### src/hdl/echo_median_spike_limiter_core_assert.svh
// Assertion macros used by the echo median spike limiter top level.
`ifndef ECHO_MEDIAN_SPIKE_LIMITER_CORE_ASSERT_SVH
`define ECHO_MEDIAN_SPIKE_LIMITER_CORE_ASSERT_SVH

// Same-cycle implication, disabled during reset.
`define EMS_ASSERT_NOW(lbl, clk, rst, ante, cons) \
   lbl: assert property (@(posedge clk) disable iff (rst) (ante) |-> (cons)) \
      else $error("echo median spike limiter: same-cycle check failed");

// Next-cycle implication, disabled during reset.
`define EMS_ASSERT_NEXT(lbl, clk, rst, ante, cons) \
   lbl: assert property (@(posedge clk) disable iff (rst) (ante) |=> (cons)) \
      else $error("echo median spike limiter: next-cycle check failed");

`endif

### src/hdl/ems_pkg.sv
// Shared types and constants of the echo median spike limiter.
package ems_pkg;

   localparam int DIST_W = 13;
   localparam int ECHO_W = 15;
   localparam int GAIN_W = 9;
   localparam int MINV_W = 3;
   localparam int CSR_IDX_W = 3;
   localparam int CSR_DATA_W = 13;

   localparam logic [10:0] DIST_SCALE = 11'd1114;
   localparam int DIST_SHIFT = 12;
   localparam logic [DIST_W-1:0] DIST_LIMIT = 13'd8191;

   localparam logic [CSR_IDX_W-1:0] CSR_MIN_DISTANCE = 3'd0;
   localparam logic [CSR_IDX_W-1:0] CSR_MAX_DISTANCE = 3'd1;
   localparam logic [CSR_IDX_W-1:0] CSR_SPIKE_THRESHOLD = 3'd2;
   localparam logic [CSR_IDX_W-1:0] CSR_FOLLOW_GAIN = 3'd3;
   localparam logic [CSR_IDX_W-1:0] CSR_MIN_VALID = 3'd4;

   localparam logic [DIST_W-1:0] MIN_DISTANCE_RST = 13'd32;
   localparam logic [DIST_W-1:0] MAX_DISTANCE_RST = 13'd6400;
   localparam logic [DIST_W-1:0] SPIKE_THRESHOLD_RST = 13'd80;
   localparam logic [GAIN_W-1:0] FOLLOW_GAIN_RST = 9'd179;
   localparam logic [MINV_W-1:0] MIN_VALID_RST = 3'd3;

   localparam int QUEUE_DEPTH = 2;
   localparam int QUEUE_PTR_W = $clog2(QUEUE_DEPTH);
   localparam int QUEUE_CNT_W = $clog2(QUEUE_DEPTH + 1);

   typedef struct packed {
      logic [DIST_W-1:0] min_distance;
      logic [DIST_W-1:0] max_distance;
      logic [DIST_W-1:0] spike_threshold;
      logic [GAIN_W-1:0] follow_gain;
      logic [MINV_W-1:0] min_valid;
   } cfg_type;

   typedef struct packed {
      logic [DIST_W-1:0] distance;
      logic              keep;
      logic              last;
   } entry_type;

endpackage

### src/hdl/echo_median_spike_limiter_core.sv
// Top level of the echo median spike limiter: registers, front, queue and back end.
//
// Each req beat carries one echo width in microseconds (zero means no echo). The front
// end turns it into a distance in 1/16 cm, range checks it and places it in a two-entry
// queue in the cycle the beat is accepted, so beats go in one per cycle while the queue
// has room. Every SAMPLES_PER_GROUP beats close a group, and the group gives one rsp beat
// with the filtered distance, a held flag and the count of in-range samples.
// The back end takes one queued sample per cycle while it waits in its pop state. A held
// group goes from its closing sample straight to the emit state; otherwise the back end
// ranks each kept sample in turn, then multiplies, then limits the step, and the rsp beat
// is registered in the emit state. The ranking loop grows with the number of kept samples.
// The rsp output is a register: while the receiver stalls, the back end keeps consuming
// samples and stops only when the next result is ready to leave. Configuration is written
// through csr_we, csr_index and csr_wdata, by the user only while the block is idle; the
// block itself does not enforce this. Synchronous reset restores the register defaults,
// clears the queue, group position, kept count and last distance, and drops rsp_valid.
module echo_median_spike_limiter_core #(
   parameter int SAMPLES_PER_GROUP = 7
) (
   input  logic                            clock,
   input  logic                            reset,
   input  logic                            req_valid,
   output logic                            req_ready,
   input  logic [ems_pkg::ECHO_W-1:0]      req_echo_us,
   output logic                            rsp_valid,
   input  logic                            rsp_ready,
   output logic [ems_pkg::DIST_W-1:0]      rsp_distance,
   output logic                            rsp_held,
   output logic [2:0]                      rsp_valid_count,
   input  logic                            csr_we,
   input  logic [ems_pkg::CSR_IDX_W-1:0]   csr_index,
   input  logic [ems_pkg::CSR_DATA_W-1:0]  csr_wdata
);

   ems_pkg::cfg_type   cfg_ff;
   ems_pkg::entry_type push_entry;
   ems_pkg::entry_type pop_entry;
   logic               push_valid;
   logic               push_ready;
   logic               pop_valid;
   logic               pop_ready;

   always_ff @(posedge clock) begin
      if (reset) begin
         cfg_ff.min_distance <= ems_pkg::MIN_DISTANCE_RST;
         cfg_ff.max_distance <= ems_pkg::MAX_DISTANCE_RST;
         cfg_ff.spike_threshold <= ems_pkg::SPIKE_THRESHOLD_RST;
         cfg_ff.follow_gain <= ems_pkg::FOLLOW_GAIN_RST;
         cfg_ff.min_valid <= ems_pkg::MIN_VALID_RST;
      end else if (csr_we) begin
         unique case (csr_index)
            ems_pkg::CSR_MIN_DISTANCE: cfg_ff.min_distance <= csr_wdata;
            ems_pkg::CSR_MAX_DISTANCE: cfg_ff.max_distance <= csr_wdata;
            ems_pkg::CSR_SPIKE_THRESHOLD: cfg_ff.spike_threshold <= csr_wdata;
            ems_pkg::CSR_FOLLOW_GAIN: begin
               cfg_ff.follow_gain <= csr_wdata[ems_pkg::GAIN_W-1:0];
            end
            ems_pkg::CSR_MIN_VALID: begin
               cfg_ff.min_valid <= csr_wdata[ems_pkg::MINV_W-1:0];
            end
            default: begin
            end
         endcase
      end
   end

   ems_front #(
      .SAMPLES_PER_GROUP(SAMPLES_PER_GROUP)
   ) u_front (
      .clock(clock),
      .reset(reset),
      .req_valid(req_valid),
      .req_ready(req_ready),
      .req_echo_us(req_echo_us),
      .cfg(cfg_ff),
      .push_valid(push_valid),
      .push_ready(push_ready),
      .push_entry(push_entry)
   );

   ems_queue u_queue (
      .clock(clock),
      .reset(reset),
      .push_valid(push_valid),
      .push_ready(push_ready),
      .push_entry(push_entry),
      .pop_valid(pop_valid),
      .pop_ready(pop_ready),
      .pop_entry(pop_entry)
   );

   ems_back #(
      .SAMPLES_PER_GROUP(SAMPLES_PER_GROUP)
   ) u_back (
      .clock(clock),
      .reset(reset),
      .pop_valid(pop_valid),
      .pop_ready(pop_ready),
      .pop_entry(pop_entry),
      .cfg(cfg_ff),
      .rsp_valid(rsp_valid),
      .rsp_ready(rsp_ready),
      .rsp_distance(rsp_distance),
      .rsp_held(rsp_held),
      .rsp_valid_count(rsp_valid_count)
   );

`include "echo_median_spike_limiter_core_assert.svh"

   `EMS_ASSERT_NOW(a_fresh_median_has_enough, clock, reset,
      rsp_valid && !rsp_held && (SAMPLES_PER_GROUP < 8),
      (rsp_valid_count != 3'd0) && (rsp_valid_count >= cfg_ff.min_valid))
   `EMS_ASSERT_NEXT(a_one_beat_per_emit, clock, reset,
      rsp_valid && rsp_ready, !rsp_valid)

endmodule

### src/hdl/ems_front.sv
// Front end: converts echo widths to distances, range checks them and tags group ends.
module ems_front #(
   parameter int SAMPLES_PER_GROUP = 7
) (
   input  logic                        clock,
   input  logic                        reset,
   input  logic                        req_valid,
   output logic                        req_ready,
   input  logic [ems_pkg::ECHO_W-1:0]  req_echo_us,
   input  ems_pkg::cfg_type            cfg,
   output logic                        push_valid,
   input  logic                        push_ready,
   output ems_pkg::entry_type          push_entry
);

   localparam int PW = $clog2(SAMPLES_PER_GROUP);
   localparam int PROD_W = ems_pkg::ECHO_W + 11;

   logic [PW-1:0]     pos_ff;
   logic [PW-1:0]     pos_in;
   logic [PROD_W-1:0] product;
   logic [PROD_W-ems_pkg::DIST_SHIFT-1:0] dist_full;
   logic              last;
   logic              accept;

   always_comb begin
      product = PROD_W'(req_echo_us) * PROD_W'(ems_pkg::DIST_SCALE);
      dist_full = product[PROD_W-1:ems_pkg::DIST_SHIFT];
      last = (pos_ff == PW'(SAMPLES_PER_GROUP - 1));
      accept = req_valid && push_ready;
      pos_in = pos_ff;
      if (accept) begin
         pos_in = last ? '0 : pos_ff + PW'(1);
      end
   end

   assign req_ready = push_ready;
   assign push_valid = req_valid;
   assign push_entry.distance = dist_full[ems_pkg::DIST_W-1:0];
   assign push_entry.keep = (dist_full > {1'b0, cfg.min_distance})
                         && (dist_full < {1'b0, cfg.max_distance});
   assign push_entry.last = last;

   always_ff @(posedge clock) begin
      if (reset) begin
         pos_ff <= '0;
      end else begin
         pos_ff <= pos_in;
      end
   end

endmodule

### src/hdl/ems_queue.sv
// Small FIFO of classified samples between the front and back ends.
module ems_queue (
   input  logic               clock,
   input  logic               reset,
   input  logic               push_valid,
   output logic               push_ready,
   input  ems_pkg::entry_type push_entry,
   output logic               pop_valid,
   input  logic               pop_ready,
   output ems_pkg::entry_type pop_entry
);

   ems_pkg::entry_type                 entry_ff [ems_pkg::QUEUE_DEPTH];
   logic [ems_pkg::QUEUE_PTR_W-1:0]    wr_ptr_ff;
   logic [ems_pkg::QUEUE_PTR_W-1:0]    rd_ptr_ff;
   logic [ems_pkg::QUEUE_CNT_W-1:0]    count_ff;
   logic                               do_push;
   logic                               do_pop;

   assign push_ready = (count_ff != ems_pkg::QUEUE_CNT_W'(ems_pkg::QUEUE_DEPTH));
   assign pop_valid = (count_ff != '0);
   assign pop_entry = entry_ff[rd_ptr_ff];
   assign do_push = push_valid && push_ready;
   assign do_pop = pop_valid && pop_ready;

   always_ff @(posedge clock) begin
      if (do_push) begin
         entry_ff[wr_ptr_ff] <= push_entry;
      end
   end

   always_ff @(posedge clock) begin
      if (reset) begin
         wr_ptr_ff <= '0;
         rd_ptr_ff <= '0;
         count_ff <= '0;
      end else begin
         if (do_push) begin
            wr_ptr_ff <= wr_ptr_ff + ems_pkg::QUEUE_PTR_W'(1);
         end
         if (do_pop) begin
            rd_ptr_ff <= rd_ptr_ff + ems_pkg::QUEUE_PTR_W'(1);
         end
         if (do_push && !do_pop) begin
            count_ff <= count_ff + ems_pkg::QUEUE_CNT_W'(1);
         end else if (do_pop && !do_push) begin
            count_ff <= count_ff - ems_pkg::QUEUE_CNT_W'(1);
         end
      end
   end

endmodule

### src/hdl/ems_back.sv
// Back end: stores kept samples, ranks them for the upper median and limits the step, or holds the last distance.
module ems_back #(
   parameter int SAMPLES_PER_GROUP = 7
) (
   input  logic                        clock,
   input  logic                        reset,
   input  logic                        pop_valid,
   output logic                        pop_ready,
   input  ems_pkg::entry_type          pop_entry,
   input  ems_pkg::cfg_type            cfg,
   output logic                        rsp_valid,
   input  logic                        rsp_ready,
   output logic [ems_pkg::DIST_W-1:0]  rsp_distance,
   output logic                        rsp_held,
   output logic [2:0]                  rsp_valid_count
);

   localparam int PW = $clog2(SAMPLES_PER_GROUP);
   localparam int KW = $clog2(SAMPLES_PER_GROUP + 1);
   localparam int CW = (KW > ems_pkg::MINV_W) ? KW : ems_pkg::MINV_W;
   localparam int DW = ems_pkg::DIST_W;

   typedef enum logic [2:0] {
      ST_POP,
      ST_RANK,
      ST_MUL,
      ST_ADD,
      ST_EMIT
   } state_type;

   state_type            state_ff;
   logic [DW-1:0]        store_ff [SAMPLES_PER_GROUP];
   logic [KW-1:0]        kept_ff;
   logic [KW-1:0]        cnt_ff;
   logic [PW-1:0]        idx_ff;
   logic [DW-1:0]        last_ff;
   logic [DW-1:0]        med_ff;
   logic signed [23:0]   prod_ff;
   logic                 bypass_ff;
   logic [DW-1:0]        result_ff;
   logic                 held_ff;
   logic                 rsp_valid_ff;
   logic [DW-1:0]        rsp_distance_ff;
   logic                 rsp_held_ff;
   logic [2:0]           rsp_count_ff;

   logic                 take_sample;
   logic [KW-1:0]        kept_next;
   logic                 too_few;
   logic [DW-1:0]        cand;
   logic [KW-1:0]        rank;
   logic                 rank_done;
   logic [DW-1:0]        mag;
   logic signed [13:0]   diff;
   logic signed [9:0]    gain_s;
   logic signed [15:0]   step;
   logic signed [17:0]   sum;
   logic [DW-1:0]        sat;

   assign pop_ready = (state_ff == ST_POP);

   always_comb begin
      take_sample = pop_entry.keep && (kept_ff < KW'(SAMPLES_PER_GROUP));
      kept_next = take_sample ? kept_ff + KW'(1) : kept_ff;
      too_few = (kept_next == '0) || (CW'(kept_next) < CW'(cfg.min_valid));

      cand = store_ff[idx_ff];
      rank = '0;
      for (int j = 0; j < SAMPLES_PER_GROUP; j++) begin
         if ((KW'(j) < cnt_ff) && ((store_ff[j] < cand)
             || ((store_ff[j] == cand) && (PW'(j) < idx_ff)))) begin
            rank = rank + KW'(1);
         end
      end
      rank_done = ((KW'(idx_ff) + KW'(1)) == cnt_ff);

      mag = (med_ff > last_ff) ? med_ff - last_ff : last_ff - med_ff;
      diff = $signed({1'b0, med_ff}) - $signed({1'b0, last_ff});
      gain_s = $signed({1'b0, cfg.follow_gain});

      step = prod_ff[23:8];
      sum = $signed({5'b0, last_ff}) + $signed({{2{step[15]}}, step});
      if (sum < 0) begin
         sat = '0;
      end else if (sum > $signed({5'b0, ems_pkg::DIST_LIMIT})) begin
         sat = ems_pkg::DIST_LIMIT;
      end else begin
         sat = sum[DW-1:0];
      end
   end

   always_ff @(posedge clock) begin
      if (pop_valid && (state_ff == ST_POP) && take_sample) begin
         store_ff[kept_ff[PW-1:0]] <= pop_entry.distance;
      end
   end

   always_ff @(posedge clock) begin
      if (reset) begin
         state_ff <= ST_POP;
         kept_ff <= '0;
         last_ff <= '0;
         rsp_valid_ff <= 1'b0;
      end else begin
         if (rsp_valid_ff && rsp_ready) begin
            rsp_valid_ff <= 1'b0;
         end
         unique case (state_ff)
            ST_POP: begin
               if (pop_valid) begin
                  if (pop_entry.last) begin
                     kept_ff <= '0;
                     cnt_ff <= kept_next;
                     idx_ff <= '0;
                     if (too_few) begin
                        result_ff <= last_ff;
                        held_ff <= 1'b1;
                        state_ff <= ST_EMIT;
                     end else begin
                        state_ff <= ST_RANK;
                     end
                  end else begin
                     kept_ff <= kept_next;
                  end
               end
            end
            ST_RANK: begin
               if (rank == (cnt_ff >> 1)) begin
                  med_ff <= cand;
               end
               idx_ff <= idx_ff + PW'(1);
               if (rank_done) begin
                  state_ff <= ST_MUL;
               end
            end
            ST_MUL: begin
               prod_ff <= diff * gain_s;
               bypass_ff <= (last_ff == '0) || (mag <= cfg.spike_threshold);
               state_ff <= ST_ADD;
            end
            ST_ADD: begin
               result_ff <= bypass_ff ? med_ff : sat;
               last_ff <= bypass_ff ? med_ff : sat;
               held_ff <= 1'b0;
               state_ff <= ST_EMIT;
            end
            ST_EMIT: begin
               if (!rsp_valid_ff) begin
                  rsp_valid_ff <= 1'b1;
                  rsp_distance_ff <= result_ff;
                  rsp_held_ff <= held_ff;
                  rsp_count_ff <= 3'(cnt_ff);
                  state_ff <= ST_POP;
               end
            end
            default: begin
               state_ff <= ST_POP;
            end
         endcase
      end
   end

   assign rsp_valid = rsp_valid_ff;
   assign rsp_distance = rsp_distance_ff;
   assign rsp_held = rsp_held_ff;
   assign rsp_valid_count = rsp_count_ff;

endmodule

### config.mk
export PLATFORM = sky130hd
export DESIGN_NAME = echo_median_spike_limiter_core
export DESIGN_NICKNAME = d
export VERILOG_FILES = /design/src/hdl/ems_pkg.sv /design/src/hdl/echo_median_spike_limiter_core.sv /design/src/hdl/ems_front.sv /design/src/hdl/ems_queue.sv /design/src/hdl/ems_back.sv
export VERILOG_INCLUDE_DIRS = /design/src /design/src/hdl
export SDC_FILE = /design/constraint.sdc
export NUM_CORES = 1
export LEC_CHECK = 0
export BUFFER_PORTS_ARGS = -buffer_cell sky130_fd_sc_hd__buf_2
export CAP_MARGIN = 0
export CORE_MARGIN = 10
export CORE_UTILIZATION = 29
export CTS_BUF_LIST = sky130_fd_sc_hd__clkbuf_2
export DETAILED_ROUTE_END_ITERATION = 7
export PLACE_DENSITY = 0.42
export SLEW_MARGIN = 0
export SYNTH_ARGS = -nofsm -noshare
export SYNTH_HDL_FRONTEND = slang
export SYNTH_SLANG_ARGS = --single-unit
### constraint.sdc
create_clock -name clock -period 14.5 [get_ports clock]
set_clock_uncertainty 0.15 [all_clocks]
set_input_delay 2.9 -clock clock [delete_from_list [all_inputs] [get_ports clock]]
set_output_delay 2.9 -clock clock [all_outputs]
set_load 0.05 [all_outputs]
==> qor.yml <==
critical_path:
  worstPathMaxFanout: 10
  reg2reg_from: "u_back.med_ff[0]"
  cp.arrival_ps: 9520
  endpoint_kind: "flip-flop"
  reg2reg_depth: 32
  start_kind: "flip-flop"
  reg2reg_slack_ps: 5630
  worst_path_most_repeated_cell: "fa_1"
  cpMaxStageDelayCell: "xor2_1"
  critPathLaunch: "u_back.med_ff[0]"
  cp.required_ps: 15160
  worstSetupPathType: "reg -> reg"
  cp_slowest_stage_delay_ps: 770
  worstReg2RegEnd: "u_back.prod_ff[23]"
cts:
  cts.path.max_buffers: 3
  cts_resized: 0
  cts_max_level: 3
  clk_latency_ps: 1080
  ctsHoldBuffers: 0
  postCtsSetupRepairBufs: 0
  cts_buffers: 79
  clkTransAtPathRegs_ps: 110
  clock_sinks: 283
  cts-root-buf: "clkbuf_2"
  cts_tree: "done"
synthesis:
  synth.distinct_cells: 86
  ys_ff_latch: 283
  synthArstFlopShare_pct: 0
  ys_seq_area_share_pct: 34.1
  syn_inst: 2142
  yosys_warnings: 0
  syn_avg_cell_area_um2: 10.5
  syn_area_um2: 22500
  synth_flop_cell: "edfxtp_1"
  synth-edff-count: 201
pwr:
  p_per_area_nw_per_um2: 245
  p_sw_uw: 2850
  switching_share_pct: 46.7
  p_comb_share_pct: 68.5
  p_leak_uw: 0.0108
  p_int_uw: 3250
  ir_worst_vdd_mv: 0.283
  finalPower_uw: 6090
  pwr-share-seq_pct: 21.2
  clkPwrFrac_pct: 10.3
detailed_routing:
  first_pass_iters: 6
  drt_iter0_markers: 786
  drc: 0
  ant_nets: 0
  wl_um: 62000
  num_vias: 15912
  post_drt_wl_per_cell_um: 18.5
  vias_per_cell: 4.74
sta:
  slew_headroom_pct: 24.5
  slew_viol_final: 0
  finalWorstSetupSlack_ps: 5630
  fmax_ghz: 0.113
  tns_ps: 0
  hold_viol: 0
  hold-worst-slack_ps: 288
  worst_pin_slew_ps: 1100
  finalSetupViolations: 0
  min_period_ps: 8870
  rsz0062_at_grt: "no"
  finalCritPeriodShare_pct: 61.1
floorplanning:
  core_area_um2: 77200
  die_h_um: 298
  dieArea_um2: 89100
  core.rowCount: 102
  die_w_um: 298
  pin_count: 55
  initial_utilization_pct: 29.1
final_layout:
  fill_cells: 8004
  drive_gt1_share_pct: 12.2
  nets: 2743
  areaGrowthSynthToFinish_pct: 10.5
grt:
  use_met3_pct: 2.27
  grt_pass1_vias: 16557
  grt_overflow: 0
  grt_pass1_wl_um: 97200
  grt_use_met1_pct: 19.5
  use_met2_pct: 21.8
  track_usage_pct: 13.9
  antenna_found_initial: 4
  grt-busiest-layer: "met2"
  grt_max_degree: 73
worst_hold_path:
  holdPathEnd: "u_back.rsp_distance[7]"
  min-delay-start: "u_back.result_ff[7]"
  hp-class: "reg -> reg"
  hold_depth: 0
flow_run:
  maxCapViolations: 0
place:
  portBuffers: 54
  dpl.hpwl_um: 48300
  preCtsSetupSlack_ps: 5610
  globalplace.congestion: 0.860
status:
  status: "finished clean"
Yosys cell counts (all sizes together) (43+ instances only):
library cell / number / area share, %
ha: 311 / 17
inv: 301 / 5.0
nand2: 206 / 3.4
edfxtp: 201 / 27
a21oi: 141 / 3.2
fa: 140 / 12
nor2: 86 / 1.4
dfxtp: 82 / 7.3
and2: 69 / 1.9
o21ai: 49 / 1.1
xnor2: 48 / 1.9
clkbuf: 43 / 0.76
power by group through the flow:
stage | Clock (µW) | Sequential (µW) | Combinational (µW)
2_1_floorplan | 0 | 1280 | 3090
5_1_grt | 700 | 1310 | 4830
6_report | 626 | 1290 | 4170
4_1_cts | 658 | 1290 | 4230
3_5_place_dp | 0 | 1310 | 4190
3_3_place_gp | 0 | 1310 | 4120
how the worst max path moves through the flow:
stage / end
final: u_back.prod_ff[23]
after global routing: u_back.prod_ff[23]
after CTS: u_back.prod_ff[23]
after detailed placement: u_queue.entry_ff[1][1]
after global placement: u_queue.entry_ff[0][1]
after floorplan: u_queue.entry_ff[0][1]
cells by family after synthesis:
| kind of cell | share of synthesized area, % |
|---|---|
| compound gates | 10.1 |
| xor+xnor | 3.20 |
| fa+ha+maj | 29.8 |
| buf+inv | 6.07 |
| flops | 34.1 |
| mux | 4.82 |
| other cells | 0.0167 |
| simple gates | 11.9 |
layer usage:
layer,vias up,share of wire [%]
li1,7695,-
met4,4,1.6
met3,79,4.5
met1,7817,49
met5,-,0.034
met2,317,45
critical path: cells and delay by family, from the launching register on:
family                     cells  cell delay (ps)
and+or+nand+nor                3              530
xor gates and xnor gates       2              860
DFF                            1              430
buffers and inverters          6              320
adders and majority gates      8             3410
AOI/OAI and AO/OA             13             2910
sequential cells by signal, indices dropped and copies added (netlist names), 13 cells and up, named ones only:
register	count
u_back.result_ff	13
u_queue.entry_ff	30
u_back.store_ff	104
cfg_ff	51
u_back.prod_ff	16
u_back.med_ff	13
u_back.rsp_distance	13
u_back.last_ff	13
through the flow:
step | instances | cell area [µm²] | utilization [%]
floorplan | 2154 | 22500 | -
global placement | 3215 | 24100 | 31.2
detailed placement | 3215 | 24100 | 31.2
CTS | 3358 | 24800 | 32.2
global route | 3359 | 24800 | 32.2
finish | 3359 | 24800 | 32.2
layout make-up:
type,count,area (µm²),area share (%)
well taps,1040,1300,5.24
inverters,301,1130,4.55
flip-flops and latches,283,7680,30.9
repair buffers,77,443,1.78
diodes,1,2.50,0.0101
clock inverters,28,181,0.730
multi-input cells,1514,13500,54.5
clock buffers,115,576,2.32
placed cells by master (no fill, tap or decap), types with 30 or more instances in the layout:
cell      count
ha_1        311
inv_1       300
nand2_1     206
edfxtp_1    201
fa_1        140
a21oi_1     137
clkbuf_2    115
nor2_1       83
dfxtp_1      81
and2_1       68
buf_2        54
xnor2_1      48
a21o_1       38
o21ai_0      38
nor3_1       30
Note: power is estimated with default switching activity, not from simulation.
